## config.mk

```make
export PLATFORM = sky130hd
export DESIGN_NAME = dhcp_free_address_picker
export DESIGN_NICKNAME = d
export VERILOG_FILES = /design/src/rtl/core/dfap_pkg.sv /design/src/rtl/core/dhcp_free_address_picker.sv /design/src/rtl/core/dfap_ram.sv /design/src/rtl/core/dfap_ctrl.sv /design/src/rtl/core/dfap_dp.sv
export SDC_FILE = /design/constraint.sdc
export NUM_CORES = 2
export LEC_CHECK = 0
export ABC_AREA = 1
export BUFFER_PORTS_ARGS = -buffer_cell sky130_fd_sc_hd__buf_4
export CORE_MARGIN = 10
export CORE_UTILIZATION = 45
export DETAILED_ROUTE_END_ITERATION = 8
export HOLD_SLACK_MARGIN = 0.06
export SETUP_SLACK_MARGIN = 0.3
export SKIP_LAST_GASP = 1
export SLEW_MARGIN = 20
export SYNTH_ARGS = -nofsm -noshare
export SYNTH_HDL_FRONTEND = slang
export SYNTH_HIERARCHICAL = 1
export SYNTH_SLANG_ARGS = --single-unit
```

## constraint.sdc

```tcl
create_clock -name i_clk -period 7 [get_ports i_clk]
set_input_delay 1.4 -clock i_clk [delete_from_list [all_inputs] [get_ports i_clk]]
set_output_delay 1.4 -clock i_clk [all_outputs]
set_load 0.05 [all_outputs]
```

## src/rtl/core/dfap_pkg.sv

```systemverilog
// Shared types and constants of the DHCP free address picker.
// No dependencies; used by the controller, the datapath and the top level.
package dfap_pkg;

    localparam int ADDR_W      = 32;
    localparam int TABLE_DEPTH = 64;
    localparam int OFFERS      = 3;
    localparam int MAX_PREFIX  = 30;

    localparam int TBL_AW = (TABLE_DEPTH > 1) ? $clog2(TABLE_DEPTH) : 1;
    localparam int CNT_W  = $clog2(TABLE_DEPTH + 1);
    localparam int OFF_W  = $clog2(OFFERS + 1);
    // a contiguous mask with prefix below MAX_PREFIX has an inverse of at least this
    localparam longint MIN_INV = 64'd1 << (ADDR_W - MAX_PREFIX);

    localparam int CFG_IDX_W = 1;
    localparam logic [CFG_IDX_W-1:0] CFG_GATEWAY = 1'd0;
    localparam logic [CFG_IDX_W-1:0] CFG_MASK    = 1'd1;

    localparam logic MODE_RECORD  = 1'b0;
    localparam logic MODE_REQUEST = 1'b1;

    localparam logic [ADDR_W-1:0] MASK_RESET = 32'hFFFF_FF00;

    // result flags as carried in the output tuser
    localparam int UB_OFFER = 0;
    localparam int UB_BAD   = 1;
    localparam int UB_FULL  = 2;
    localparam int USER_W   = 3;

    typedef struct packed {
        logic accept;      // capture the input beat
        logic rec;         // store the captured address, emit the record result
        logic load_bad;    // emit the bad-mask result
        logic walk_init;   // start the host walk after the gateway
        logic scan_start;  // search the table for the current candidate
        logic step;        // candidate found in the table: move on
        logic push;        // candidate is free: hold it, release the held one
        logic fin;         // emit the final result of a request
    } t_dp_cmd;

    typedef struct packed {
        logic slot_free;   // output register can take a result this cycle
        logic bad_mask;
        logic cand_ok;     // candidate inside subnet and offers still wanted
        logic scan_done;
        logic scan_hit;
        logic have_pend;   // a free address waits for its last flag
    } t_dp_sts;

endpackage

```

## src/rtl/core/dhcp_free_address_picker.sv

```systemverilog
// Top level of the DHCP free address picker.
// Depends on dfap_pkg, dfap_ctrl and dfap_dp (which holds the dfap_ram table).

// Keeps a table of up to TABLE_DEPTH (64) addresses already handed out and
// picks free ones. An input beat with tuser low records tdata into the table
// and gives one result beat, with table_full set if the table was already
// full (the address is then dropped; duplicates are stored again). An input
// beat with tuser high asks for offers: if the subnet mask is not a run of
// ones from the top bit or its prefix is 30 or more, one result with
// bad_mask set comes back; otherwise the host numbers after the gateway's
// host part are walked in ascending order and up to three free addresses
// (gateway network part plus host number) are offered, one beat each, tlast
// on the final one. If none is free a single all-zero result with tlast is
// given. Only one input beat is worked on at a time; the next one is taken
// as soon as the previous one's results are all loaded into the output
// register, even while the last result still waits there. For every host
// number examined a request searches the table with one read per stored
// entry, ending early on a match, and at most count + 3 host numbers are
// examined; the table has a single read port. The table needs no clearing
// pass after reset: a fill count marks the valid entries. The user is to
// write configuration (index 0 gateway, index 1 mask) only while the block
// is idle; the block itself does not enforce this.
module dhcp_free_address_picker (
    input  logic                            i_clk,
    input  logic                            i_rst_n,
    // configuration write port
    input  logic                            i_cfg_we,
    input  logic [dfap_pkg::CFG_IDX_W-1:0]  i_cfg_idx,
    input  logic [dfap_pkg::ADDR_W-1:0]     i_cfg_wdata,
    // input stream
    input  logic                            s_axis_tvalid,
    output logic                            s_axis_tready,
    input  logic [dfap_pkg::ADDR_W-1:0]     s_axis_tdata,  // [31:0] address
    input  logic [0:0]                      s_axis_tuser,  // [0] mode
    // result stream
    output logic                            m_axis_tvalid,
    input  logic                            m_axis_tready,
    output logic [dfap_pkg::ADDR_W-1:0]     m_axis_tdata,  // [31:0] offered_address
    output logic [dfap_pkg::USER_W-1:0]     m_axis_tuser,  // [0] offer_valid, [1] bad_mask,
                                                           // [2] table_full
    output logic                            m_axis_tlast   // last result of the input beat
);

    dfap_pkg::t_dp_cmd cmd;
    dfap_pkg::t_dp_sts sts;

    // sequence each input beat: record, or mask check then host walk
    dfap_ctrl u_ctrl (
        .i_clk      (i_clk),
        .i_rst_n    (i_rst_n),
        .i_in_valid (s_axis_tvalid),
        .i_in_mode  (s_axis_tuser[0]),
        .o_in_ready (s_axis_tready),
        .i_sts      (sts),
        .o_cmd      (cmd)
    );

    // configuration registers, address table, walk counters, result register
    dfap_dp u_dp (
        .i_clk       (i_clk),
        .i_rst_n     (i_rst_n),
        .i_cfg_we    (i_cfg_we),
        .i_cfg_idx   (i_cfg_idx),
        .i_cfg_wdata (i_cfg_wdata),
        .i_in_addr   (s_axis_tdata),
        .i_cmd       (cmd),
        .o_sts       (sts),
        .i_out_ready (m_axis_tready),
        .o_out_valid (m_axis_tvalid),
        .o_out_addr  (m_axis_tdata),
        .o_out_user  (m_axis_tuser),
        .o_out_last  (m_axis_tlast)
    );

endmodule

```

## src/rtl/core/dfap_ram.sv

```systemverilog
// Generic single-port-write, single-port-read RAM with registered read data.
// No dependencies.
module dfap_ram #(
    parameter int WIDTH = 32,
    parameter int DEPTH = 64
) (
    input  logic                                    i_clk,
    input  logic                                    i_we,
    input  logic [((DEPTH > 1) ? $clog2(DEPTH) : 1)-1:0] i_waddr,
    input  logic [WIDTH-1:0]                        i_wdata,
    input  logic [((DEPTH > 1) ? $clog2(DEPTH) : 1)-1:0] i_raddr,
    output logic [WIDTH-1:0]                        o_rdata
);

    logic [WIDTH-1:0] r_mem [DEPTH];
    logic [WIDTH-1:0] r_rdata;

    always_ff @(posedge i_clk) begin
        if (i_we) begin
            r_mem[i_waddr] <= i_wdata;
        end
        r_rdata <= r_mem[i_raddr];
    end

    assign o_rdata = r_rdata;

endmodule

```

## src/rtl/core/dfap_ctrl.sv

```systemverilog
// Controller of the DHCP free address picker: sequences record and request beats.
// Depends on dfap_pkg; drives the datapath through t_dp_cmd, reads t_dp_sts.
module dfap_ctrl (
    input  logic             i_clk,
    input  logic             i_rst_n,
    input  logic             i_in_valid,
    input  logic             i_in_mode,
    output logic             o_in_ready,
    input  dfap_pkg::t_dp_sts i_sts,
    output dfap_pkg::t_dp_cmd o_cmd
);

    typedef enum logic [2:0] {
        ST_IDLE,
        ST_REC,
        ST_CHECK,
        ST_CAND,
        ST_SCAN,
        ST_PUSH,
        ST_FIN
    } t_state;

    t_state r_state;
    t_state n_state;

    always_comb begin
        o_cmd   = '0;
        n_state = r_state;
        case (r_state)
            ST_IDLE: begin
                if (i_in_valid) begin
                    o_cmd.accept = 1'b1;
                    n_state = (i_in_mode == dfap_pkg::MODE_RECORD) ? ST_REC : ST_CHECK;
                end
            end
            ST_REC: begin
                if (i_sts.slot_free) begin
                    o_cmd.rec = 1'b1;
                    n_state   = ST_IDLE;
                end
            end
            ST_CHECK: begin
                if (i_sts.bad_mask) begin
                    if (i_sts.slot_free) begin
                        o_cmd.load_bad = 1'b1;
                        n_state        = ST_IDLE;
                    end
                end else begin
                    o_cmd.walk_init = 1'b1;
                    n_state         = ST_CAND;
                end
            end
            ST_CAND: begin
                if (i_sts.cand_ok) begin
                    o_cmd.scan_start = 1'b1;
                    n_state          = ST_SCAN;
                end else begin
                    n_state = ST_FIN;
                end
            end
            ST_SCAN: begin
                if (i_sts.scan_done) begin
                    if (i_sts.scan_hit) begin
                        o_cmd.step = 1'b1;
                        n_state    = ST_CAND;
                    end else begin
                        n_state = ST_PUSH;
                    end
                end
            end
            ST_PUSH: begin
                // the held offer goes out with last low; wait only if there is one
                if (!i_sts.have_pend || i_sts.slot_free) begin
                    o_cmd.push = 1'b1;
                    n_state    = ST_CAND;
                end
            end
            ST_FIN: begin
                if (i_sts.slot_free) begin
                    o_cmd.fin = 1'b1;
                    n_state   = ST_IDLE;
                end
            end
            default: begin
                n_state = ST_IDLE;
            end
        endcase
    end

    always_ff @(posedge i_clk) begin
        if (!i_rst_n) begin
            r_state <= ST_IDLE;
        end else begin
            r_state <= n_state;
        end
    end

    assign o_in_ready = (r_state == ST_IDLE);

endmodule

```

## src/rtl/core/dfap_dp.sv

```systemverilog
// Datapath of the DHCP free address picker: configuration, table, walk, output register.
// Depends on dfap_pkg and dfap_ram; commanded by dfap_ctrl.
module dfap_dp (
    input  logic                            i_clk,
    input  logic                            i_rst_n,
    input  logic                            i_cfg_we,
    input  logic [dfap_pkg::CFG_IDX_W-1:0]  i_cfg_idx,
    input  logic [dfap_pkg::ADDR_W-1:0]     i_cfg_wdata,
    input  logic [dfap_pkg::ADDR_W-1:0]     i_in_addr,
    input  dfap_pkg::t_dp_cmd               i_cmd,
    output dfap_pkg::t_dp_sts               o_sts,
    input  logic                            i_out_ready,
    output logic                            o_out_valid,
    output logic [dfap_pkg::ADDR_W-1:0]     o_out_addr,
    output logic [dfap_pkg::USER_W-1:0]     o_out_user,
    output logic                            o_out_last
);

    localparam int AW = dfap_pkg::ADDR_W;

    logic [AW-1:0]                 r_gw;
    logic [AW-1:0]                 r_mask;
    logic [AW-1:0]                 r_in_addr;
    logic [dfap_pkg::CNT_W-1:0]    r_count;
    logic [AW:0]                   r_cur;
    logic [dfap_pkg::OFF_W-1:0]    r_n;
    logic [AW-1:0]                 r_pend;
    logic                          r_have_pend;
    logic [dfap_pkg::CNT_W-1:0]    r_idx;
    logic                          r_cmp_vld;
    logic                          r_scan_busy;
    logic                          r_out_valid;
    logic [AW-1:0]                 r_out_addr;
    logic [dfap_pkg::USER_W-1:0]   r_out_user;
    logic                          r_out_last;

    logic [AW-1:0] inv;
    logic [AW-1:0] inv_inc;
    logic [AW-1:0] cand;
    logic [AW-1:0] rdata;
    logic          full;
    logic          hit_now;
    logic          scan_end;
    logic          slot_free;
    logic          ram_we;

    assign inv       = ~r_mask;
    assign inv_inc   = inv + AW'(1);
    assign cand      = (r_gw & r_mask) | r_cur[AW-1:0];
    assign full      = (r_count >= dfap_pkg::CNT_W'(dfap_pkg::TABLE_DEPTH));
    assign slot_free = !r_out_valid || i_out_ready;
    assign ram_we    = i_cmd.rec && !full;
    assign hit_now   = r_cmp_vld && (rdata == cand);
    assign scan_end  = r_scan_busy && (hit_now || ((r_idx == r_count) && !r_cmp_vld));

    dfap_ram #(
        .WIDTH (AW),
        .DEPTH (dfap_pkg::TABLE_DEPTH)
    ) u_table (
        .i_clk   (i_clk),
        .i_we    (ram_we),
        .i_waddr (r_count[dfap_pkg::TBL_AW-1:0]),
        .i_wdata (r_in_addr),
        .i_raddr (r_idx[dfap_pkg::TBL_AW-1:0]),
        .o_rdata (rdata)
    );

    always_comb begin
        o_sts.slot_free = slot_free;
        o_sts.bad_mask  = ((inv & inv_inc) != '0) ||
                          ({1'b0, inv} < (AW+1)'(dfap_pkg::MIN_INV));
        o_sts.cand_ok   = (r_cur <= {1'b0, inv}) &&
                          (r_n < dfap_pkg::OFF_W'(dfap_pkg::OFFERS));
        o_sts.scan_done = scan_end;
        o_sts.scan_hit  = hit_now;
        o_sts.have_pend = r_have_pend;
    end

    // configuration, table fill and walk state
    always_ff @(posedge i_clk) begin
        if (!i_rst_n) begin
            r_gw        <= '0;
            r_mask      <= dfap_pkg::MASK_RESET;
            r_count     <= '0;
            r_have_pend <= 1'b0;
            r_n         <= '0;
        end else begin
            if (i_cfg_we && (i_cfg_idx == dfap_pkg::CFG_GATEWAY)) begin
                r_gw <= i_cfg_wdata;
            end
            if (i_cfg_we && (i_cfg_idx == dfap_pkg::CFG_MASK)) begin
                r_mask <= i_cfg_wdata;
            end
            if (ram_we) begin
                r_count <= r_count + dfap_pkg::CNT_W'(1);
            end
            if (i_cmd.walk_init) begin
                r_n         <= '0;
                r_have_pend <= 1'b0;
            end else if (i_cmd.push) begin
                r_n         <= r_n + dfap_pkg::OFF_W'(1);
                r_have_pend <= 1'b1;
            end
        end
    end

    always_ff @(posedge i_clk) begin
        if (i_cmd.accept) begin
            r_in_addr <= i_in_addr;
        end
        if (i_cmd.walk_init) begin
            r_cur <= {1'b0, r_gw & inv} + (AW+1)'(1);
        end else if (i_cmd.step || i_cmd.push) begin
            r_cur <= r_cur + (AW+1)'(1);
        end
        if (i_cmd.push) begin
            r_pend <= cand;
        end
    end

    // table search: one read issued per cycle, each compared in the cycle after it is issued
    always_ff @(posedge i_clk) begin
        if (!i_rst_n) begin
            r_scan_busy <= 1'b0;
            r_cmp_vld   <= 1'b0;
            r_idx       <= '0;
        end else if (i_cmd.scan_start) begin
            r_scan_busy <= 1'b1;
            r_cmp_vld   <= 1'b0;
            r_idx       <= '0;
        end else if (scan_end) begin
            r_scan_busy <= 1'b0;
            r_cmp_vld   <= 1'b0;
        end else if (r_scan_busy) begin
            if (r_idx < r_count) begin
                r_idx     <= r_idx + dfap_pkg::CNT_W'(1);
                r_cmp_vld <= 1'b1;
            end else begin
                r_cmp_vld <= 1'b0;
            end
        end
    end

    // output register
    always_ff @(posedge i_clk) begin
        if (!i_rst_n) begin
            r_out_valid <= 1'b0;
        end else if (i_cmd.rec || i_cmd.load_bad || i_cmd.fin ||
                     (i_cmd.push && r_have_pend)) begin
            r_out_valid <= 1'b1;
        end else if (i_out_ready) begin
            r_out_valid <= 1'b0;
        end
    end

    always_ff @(posedge i_clk) begin
        if (i_cmd.rec) begin
            r_out_addr <= '0;
            r_out_user <= dfap_pkg::USER_W'(full) << dfap_pkg::UB_FULL;
            r_out_last <= 1'b1;
        end else if (i_cmd.load_bad) begin
            r_out_addr <= '0;
            r_out_user <= dfap_pkg::USER_W'(1'b1) << dfap_pkg::UB_BAD;
            r_out_last <= 1'b1;
        end else if (i_cmd.fin) begin
            r_out_addr <= r_have_pend ? r_pend : '0;
            r_out_user <= dfap_pkg::USER_W'(r_have_pend) << dfap_pkg::UB_OFFER;
            r_out_last <= 1'b1;
        end else if (i_cmd.push && r_have_pend) begin
            r_out_addr <= r_pend;
            r_out_user <= dfap_pkg::USER_W'(1'b1) << dfap_pkg::UB_OFFER;
            r_out_last <= 1'b0;
        end
    end

    assign o_out_valid = r_out_valid;
    assign o_out_addr  = r_out_addr;
    assign o_out_user  = r_out_user;
    assign o_out_last  = r_out_last;

    a_count_bound: assert property (@(posedge i_clk) disable iff (!i_rst_n)
        r_count <= dfap_pkg::CNT_W'(dfap_pkg::TABLE_DEPTH))
        else $error("table fill count beyond depth");

    a_offer_bound: assert property (@(posedge i_clk) disable iff (!i_rst_n)
        r_n <= dfap_pkg::OFF_W'(dfap_pkg::OFFERS))
        else $error("more offers held than allowed");

    a_scan_idx: assert property (@(posedge i_clk) disable iff (!i_rst_n)
        r_scan_busy |-> (r_idx <= r_count))
        else $error("table search ran past the fill count");

    a_flags_excl: assert property (@(posedge i_clk) disable iff (!i_rst_n)
        r_out_valid |-> ($countones(r_out_user) <= 1))
        else $error("result carries more than one kind flag");

    a_load_free: assert property (@(posedge i_clk) disable iff (!i_rst_n)
        (i_cmd.rec || i_cmd.load_bad || i_cmd.fin) |-> slot_free)
        else $error("result loaded over one not yet taken");

endmodule
```

### Yosys cells after proc, flatten, opt, wreduce, memory -nomap -nowiden

Memory sizes are Yosys's and may differ from the RTL's. A register that Yosys moved wholly into a read port is not among the register bits.
Index checks and enable logic that the tools add are counted.

| operators by class | value |
|---|---|
| $add $sub $neg | 6 |
| order comparisons | 5 |
| equal/unequal tests | 11 |
| mux-type cells | 40 |
| bitwise operators | 8 |
| reduce and logical (&&, ||, !) cells | 36 |

Operators by type and width:

| cell | count |
|---|---|
| $and 32x32->32 | 3 |
| $mux 32 | 3 |
| $mux 33 | 2 |
| $add 32x1->33 const B | 1 |
| $add 33x1->33 const B | 1 |
| $le 33x32->1 | 1 |
| $add 32x1->32 const B | 1 |
| $eq 32x32->1 | 1 |
| $lt 32x3->1 const B | 1 |
| $not 32->32 | 1 |
| $or 32x32->32 | 1 |
| $reduce_bool 32->1 | 1 |
| $mux 3 | 10 |
| $mux 1 | 21 |
| $pmux 3 s6 | 1 |
| $add 7x1->7 const B | 2 |
| $eq 3x3->1 const B | 3 |
| $logic_and 1x1->1 | 8 |
| $logic_or 1x1->1 | 8 |
| $reduce_bool 2->1 | 4 |
| $reduce_or 2->1 | 4 |
| $eq 7x7->1 | 1 |
| $ge 7x7->1 const B | 1 |
| $lt 7x7->1 | 1 |
| 14 further kinds | 25 |

| word-level totals | value |
|---|---|
| flip-flop bits (word level) | 220 |
| bits in writable memories | 2048 |
| input bits | 71 |
| output and inout bits | 38 |
| word-level logic and storage cells | 125 |
| memories kept | 1 |

Memories:

| name | words | width | read ports | clocked after Yosys merged registers in | write ports | line | text |
|---|---|---|---|---|---|---|---|
| u_dp.u_table.r_mem | 64 | 32 | 1 | 1 | 1 | dfap_ram.sv:15 | `logic [WIDTH-1:0] r_mem [DEPTH];` |

### Longest topological paths before layout

| depth | value |
|---|---|
| word-level depth | 11 |
| depth in mapped cells | 27 |
| mapped depth without buffers | 25 |

### Modules after synthesis

The synthesis kept the hierarchy.

Modules (own cells, without submodules):

| module | instances | cells an instance | area each (um^2) | sequential area each (um^2) |
|---|---|---|---|---|
| dfap_ram | 1 | 6769 | 82738.1 | 62139.6 |
| dfap_dp | 1 | 1429 | 11313.4 | 5325.1 |
| dfap_ctrl | 1 | 61 | 317.8 | 60.1 |

### Least setup slack after synthesis

Ideal clock, no wire load.

| timing path | value |
|---|---|
| kind | input port to flip-flop |
| start | in m_axis_tready |
| end | mem u_dp.u_table.r_mem[48][0] (enable) |
| setup time | 0.502 ns |
| arrival time | 5.840 ns |
| data required time | 6.498 ns |
| setup slack | 0.657 ns |
| stages on the path | 10 |
| path buffers | 2 |
| path through | inv_1 -> nand2_1 -> buf_4 -> nand2_1 -> nor3_1 -> inv_1 -> nor2_1 -> clkbuf_1 -> nand4_1 -> nor4_1 |

RTL lines:

| element | line | text |
|---|---|---|
| start: declaration | dhcp_free_address_picker.sv:37 | `input logic m_axis_tready,` |
| end: declaration | dfap_ram.sv:15 |  |

==> flow_metrics.py <==
metrics = {
    "final_layout": {
        "seq_area_sq_mm": 0.0675,
        "layout_common_cells": "nand2_1, edfxtp_1, nand3_1, clkbuf_16, buf_4",
        "fin_util": 0.505,
        "post-route-cell-area_sq_mm": 0.106,
        "area_delta_synth_final_pct": 12.0,
        "multi_input_area_sq_mm": 0.0241,
        "fill_cells": 18100,
        "layout_commonest_cell": "nand2_1",
        "drive_above_1_share": 0.0833,
        "fin_nets": 8378,
    },
    "routing": {
        "first_pass_iters": 8,
        "drt-initial-drc-count": 8944,
        "ant_nets": 0,
        "routed_wl_um": 286000,
        "viasPerCell": 5.74,
        "vias": 64600,
        "drc_errors": 0,
        "wl_per_cell_um": 25.4,
    },
    "power_and_ir_drop": {
        "p_leak_nw": 37.4,
        "vdd.ir_drop.worst_uv": 216,
        "total_power_mw": 28.0,
        "power_density_mw_per_mm2": 265,
    },
    "yosys": {
        "synth_cell_types": 40,
        "netlist_area_sq_mm": 0.0944,
        "synthMuxAreaShare": 0,
        "yosys.area_share.simple": 0.229,
        "synth_top_family_by_area": "simple AND/OR/NAND/NOR gates",
        "synth_top_area_frac": 0.683,
        "synth_xor_area_frac": 0.00353,
        "synthDominantAreaCellType": "edfxtp_1",
        "synthCells": 8259,
        "syn_avg_cell_area_sq_um": 11.4,
        "synthTopCellsByArea": "edfxtp_1, nand3_1, nand2_1",
        "ys_warn_count": 6,
        "synth-compound-area-share": 0.0123,
        "ys_ff_latch": 2300,
        "syn_nets": 8374,
        "seq_area_frac_synth": 0.716,
        "synth_fa_ha_area_frac": 0.00583,
    },
    "timing": {
        "finalSetupTns_ps": 0,
        "min_period_ps": 5010,
        "worst_pin_slew_ps": 1150,
        "rsz0062_at_grt": "no",
        "whs_ps": 465,
        "fin_skew_ps": 44.7,
        "hold_viol_final": 0,
        "min_period_over_period": 0.716,
        "maxSlewViolCount": 0,
        "fmax_mhz": 200,
        "finalSetupViolations": 0,
        "relSlewSlack": 0.232,
    },
    "critical_path": {
        "crit_type": "register to register",
        "startpoint": "u_dp/r_mask[1]",
        "regToRegSetupSlack_ps": 1990,
        "end_kind": "register",
        "worst-r2r-cell-count": 22,
        "critPathMaxFanout": 23,
        "reg2reg_from": "u_dp/r_mask[1]",
        "critPathLaunchType": "register",
        "cp_data_required_time_ps": 7610,
        "r2r_end": "u_dp/r_cur[32]",
        "cp.arrival_ps": 5620,
    },
    "run_status": {
        "status": "complete, no violations",
    },
    "run": {
        "maxCapViolCount": 0,
    },
    "die": {
        "die_y_um": 478,
        "die_w_um": 478,
        "core_sq_mm": 0.209,
        "start_util": 0.451,
        "die_area_sq_mm": 0.228,
        "rows": 168,
        "ios": 109,
    },
    "placement": {
        "port_buffers": 108,
        "place_area_sq_mm": 0.0980,
        "routabilityCongestion": 0.914,
        "dpl.hpwl_um": 168000,
    },
    "clock_network": {
        "cts_buffer_depth": 3,
        "postCtsSetupBuffers": 0,
        "cts_hold_repair.buffers": 0,
        "numCtsBuffers": 232,
        "cts_root_buffer": "clkbuf_16",
        "path_clk_slew_ps": 60,
        "clock_latency_ps": 890,
        "cts_tree": "built",
        "ctsResizeCount": 0,
        "clkSinkCount": 2300,
        "h-tree-depth": 4,
    },
    "grt": {
        "grt_pass1_vias": 59500,
        "grt-ovfl-total": 0,
        "antenna_found_initial": 3,
        "grt_usage": 0.241,
        "grt_max_degree": 201,
        "grt_pass1_wl_um": 415000,
    },
    "hold_path": {
        "min_path_type": "register to register",
        "hold_end": "u_dp/o_out_last",
        "holdPathStages": 2,
        "holdCritStartpoint": "u_dp/o_out_last",
    },
}
## power by group
part           total (mW)  leakage [nW]  switching (mW)  internal, mW
combinational       0.853          13.3           0.715         0.138
clock                11.9          3.54            5.30          6.62
sequential           15.3          20.6          0.0611          15.2
total                28.0          37.4            6.08          22.0
## layout make-up
| type | instances | area share |
|---|---|---|
| antenna | 3 | 0.0000710 |
| clock buffer | 298 | 0.0587 |
| clock inverter | 126 | 0.0101 |
| multi-input combinational | 5270 | 0.228 |
| inverter | 201 | 0.00748 |
| tap | 2805 | 0.0332 |
| sequential | 2300 | 0.639 |
| timing repair buffer | 258 | 0.0232 |
## critical path: stages (launching register included)
cell,delay [ps]
dfxtp_1,340
inv_1,140
nand4_1,230
nor2_1,310
nand2_1,170
nor2_1,220
nand3_1,100
a21oi_1,170
nand2_1,70
nor2_1,90
nand4_1,240
inv_1,170
nand3_1,210
inv_2,450
o21ai_1,280
inv_1,200
ha_1,220
nand3_2,160
nor2_4,170
nand3_2,140
nor2_1,290
nand4_1,200
xor2_1,180
## layer usage
| layer | part of all wire | track usage | vias up |
|---|---|---|---|
| met5 | 0 | 0 | - |
| met4 | 0.028 | 0.0671 | 0 |
| met3 | 0.10 | 0.0494 | 392 |
| met2 | 0.45 | 0.362 | 3237 |
| met1 | 0.42 | 0.354 | 31900 |
| li1 | - | - | 29100 |
## kinds of logic (layout without fill, tap and decap cells)
group / after synthesis / after routing
simple gates: 4982 / 4982
flops: 2300 / 2300
buf+inv: 689 / 883
compound gates: 206 / 206
fa+ha+maj: 44 / 44
xor+xnor: 38 / 38
other cells: 0 / 3
## through the flow
step | worst slack (ps) | cells
finish | 1990 | 11300
global route | 1680 | 11300
CTS | 2000 | 11200
detailed placement | 1970 | 10800
global placement | 1960 | 10800
floorplan | 657 | 8259
## Yosys cell counts, drive strengths merged
| master | number |
|---|---|
| nand3 | 2051 |
| buf | 387 |
| ha | 44 |
| o21ai | 127 |
| xor2 | 19 |
| dfxtp | 154 |
| a31oi | 2 |
| edfxtp | 2146 |
| or2 | 1 |
| clkbuf | 101 |
| nand3b | 4 |
| o2111ai | 1 |
| nand2 | 2563 |
| a211oi | 1 |
| nor4b | 1 |
| inv | 201 |
| a21oi | 49 |
| or3 | 1 |
| nor2 | 273 |
| and3 | 3 |
| nor3b | 1 |
| nor3 | 18 |
| o22ai | 1 |
| o211ai | 25 |
| nor4 | 20 |
| nand4 | 46 |
| xnor2 | 19 |
## registers in the layout, summed over array words and instances (netlist names), 32 cells and up
name / flops
u_dp/u_table/o_rdata: 32
u_dp/r_in_addr: 32
u_dp/r_mask: 32
u_dp/r_pend: 32
u_dp/o_out_addr: 32
u_dp/r_gw: 32
u_dp/u_table/r_mem: 2048
u_dp/r_cur: 33
## worst max-delay path by stage
stage / end / depth (start not counted)
2_1_floorplan: u_dp/u_table/r_mem[48][0] / 10
6_report: u_dp/r_cur[32] / 22
4_1_cts: u_dp/r_cur[32] / 22
3_3_place_gp: u_dp/u_table/r_mem[3][31] / 11
5_1_grt: u_dp/r_cur[32] / 22
3_5_place_dp: u_dp/u_table/r_mem[3][24] / 11
Power figures use the tool's default switching activity.
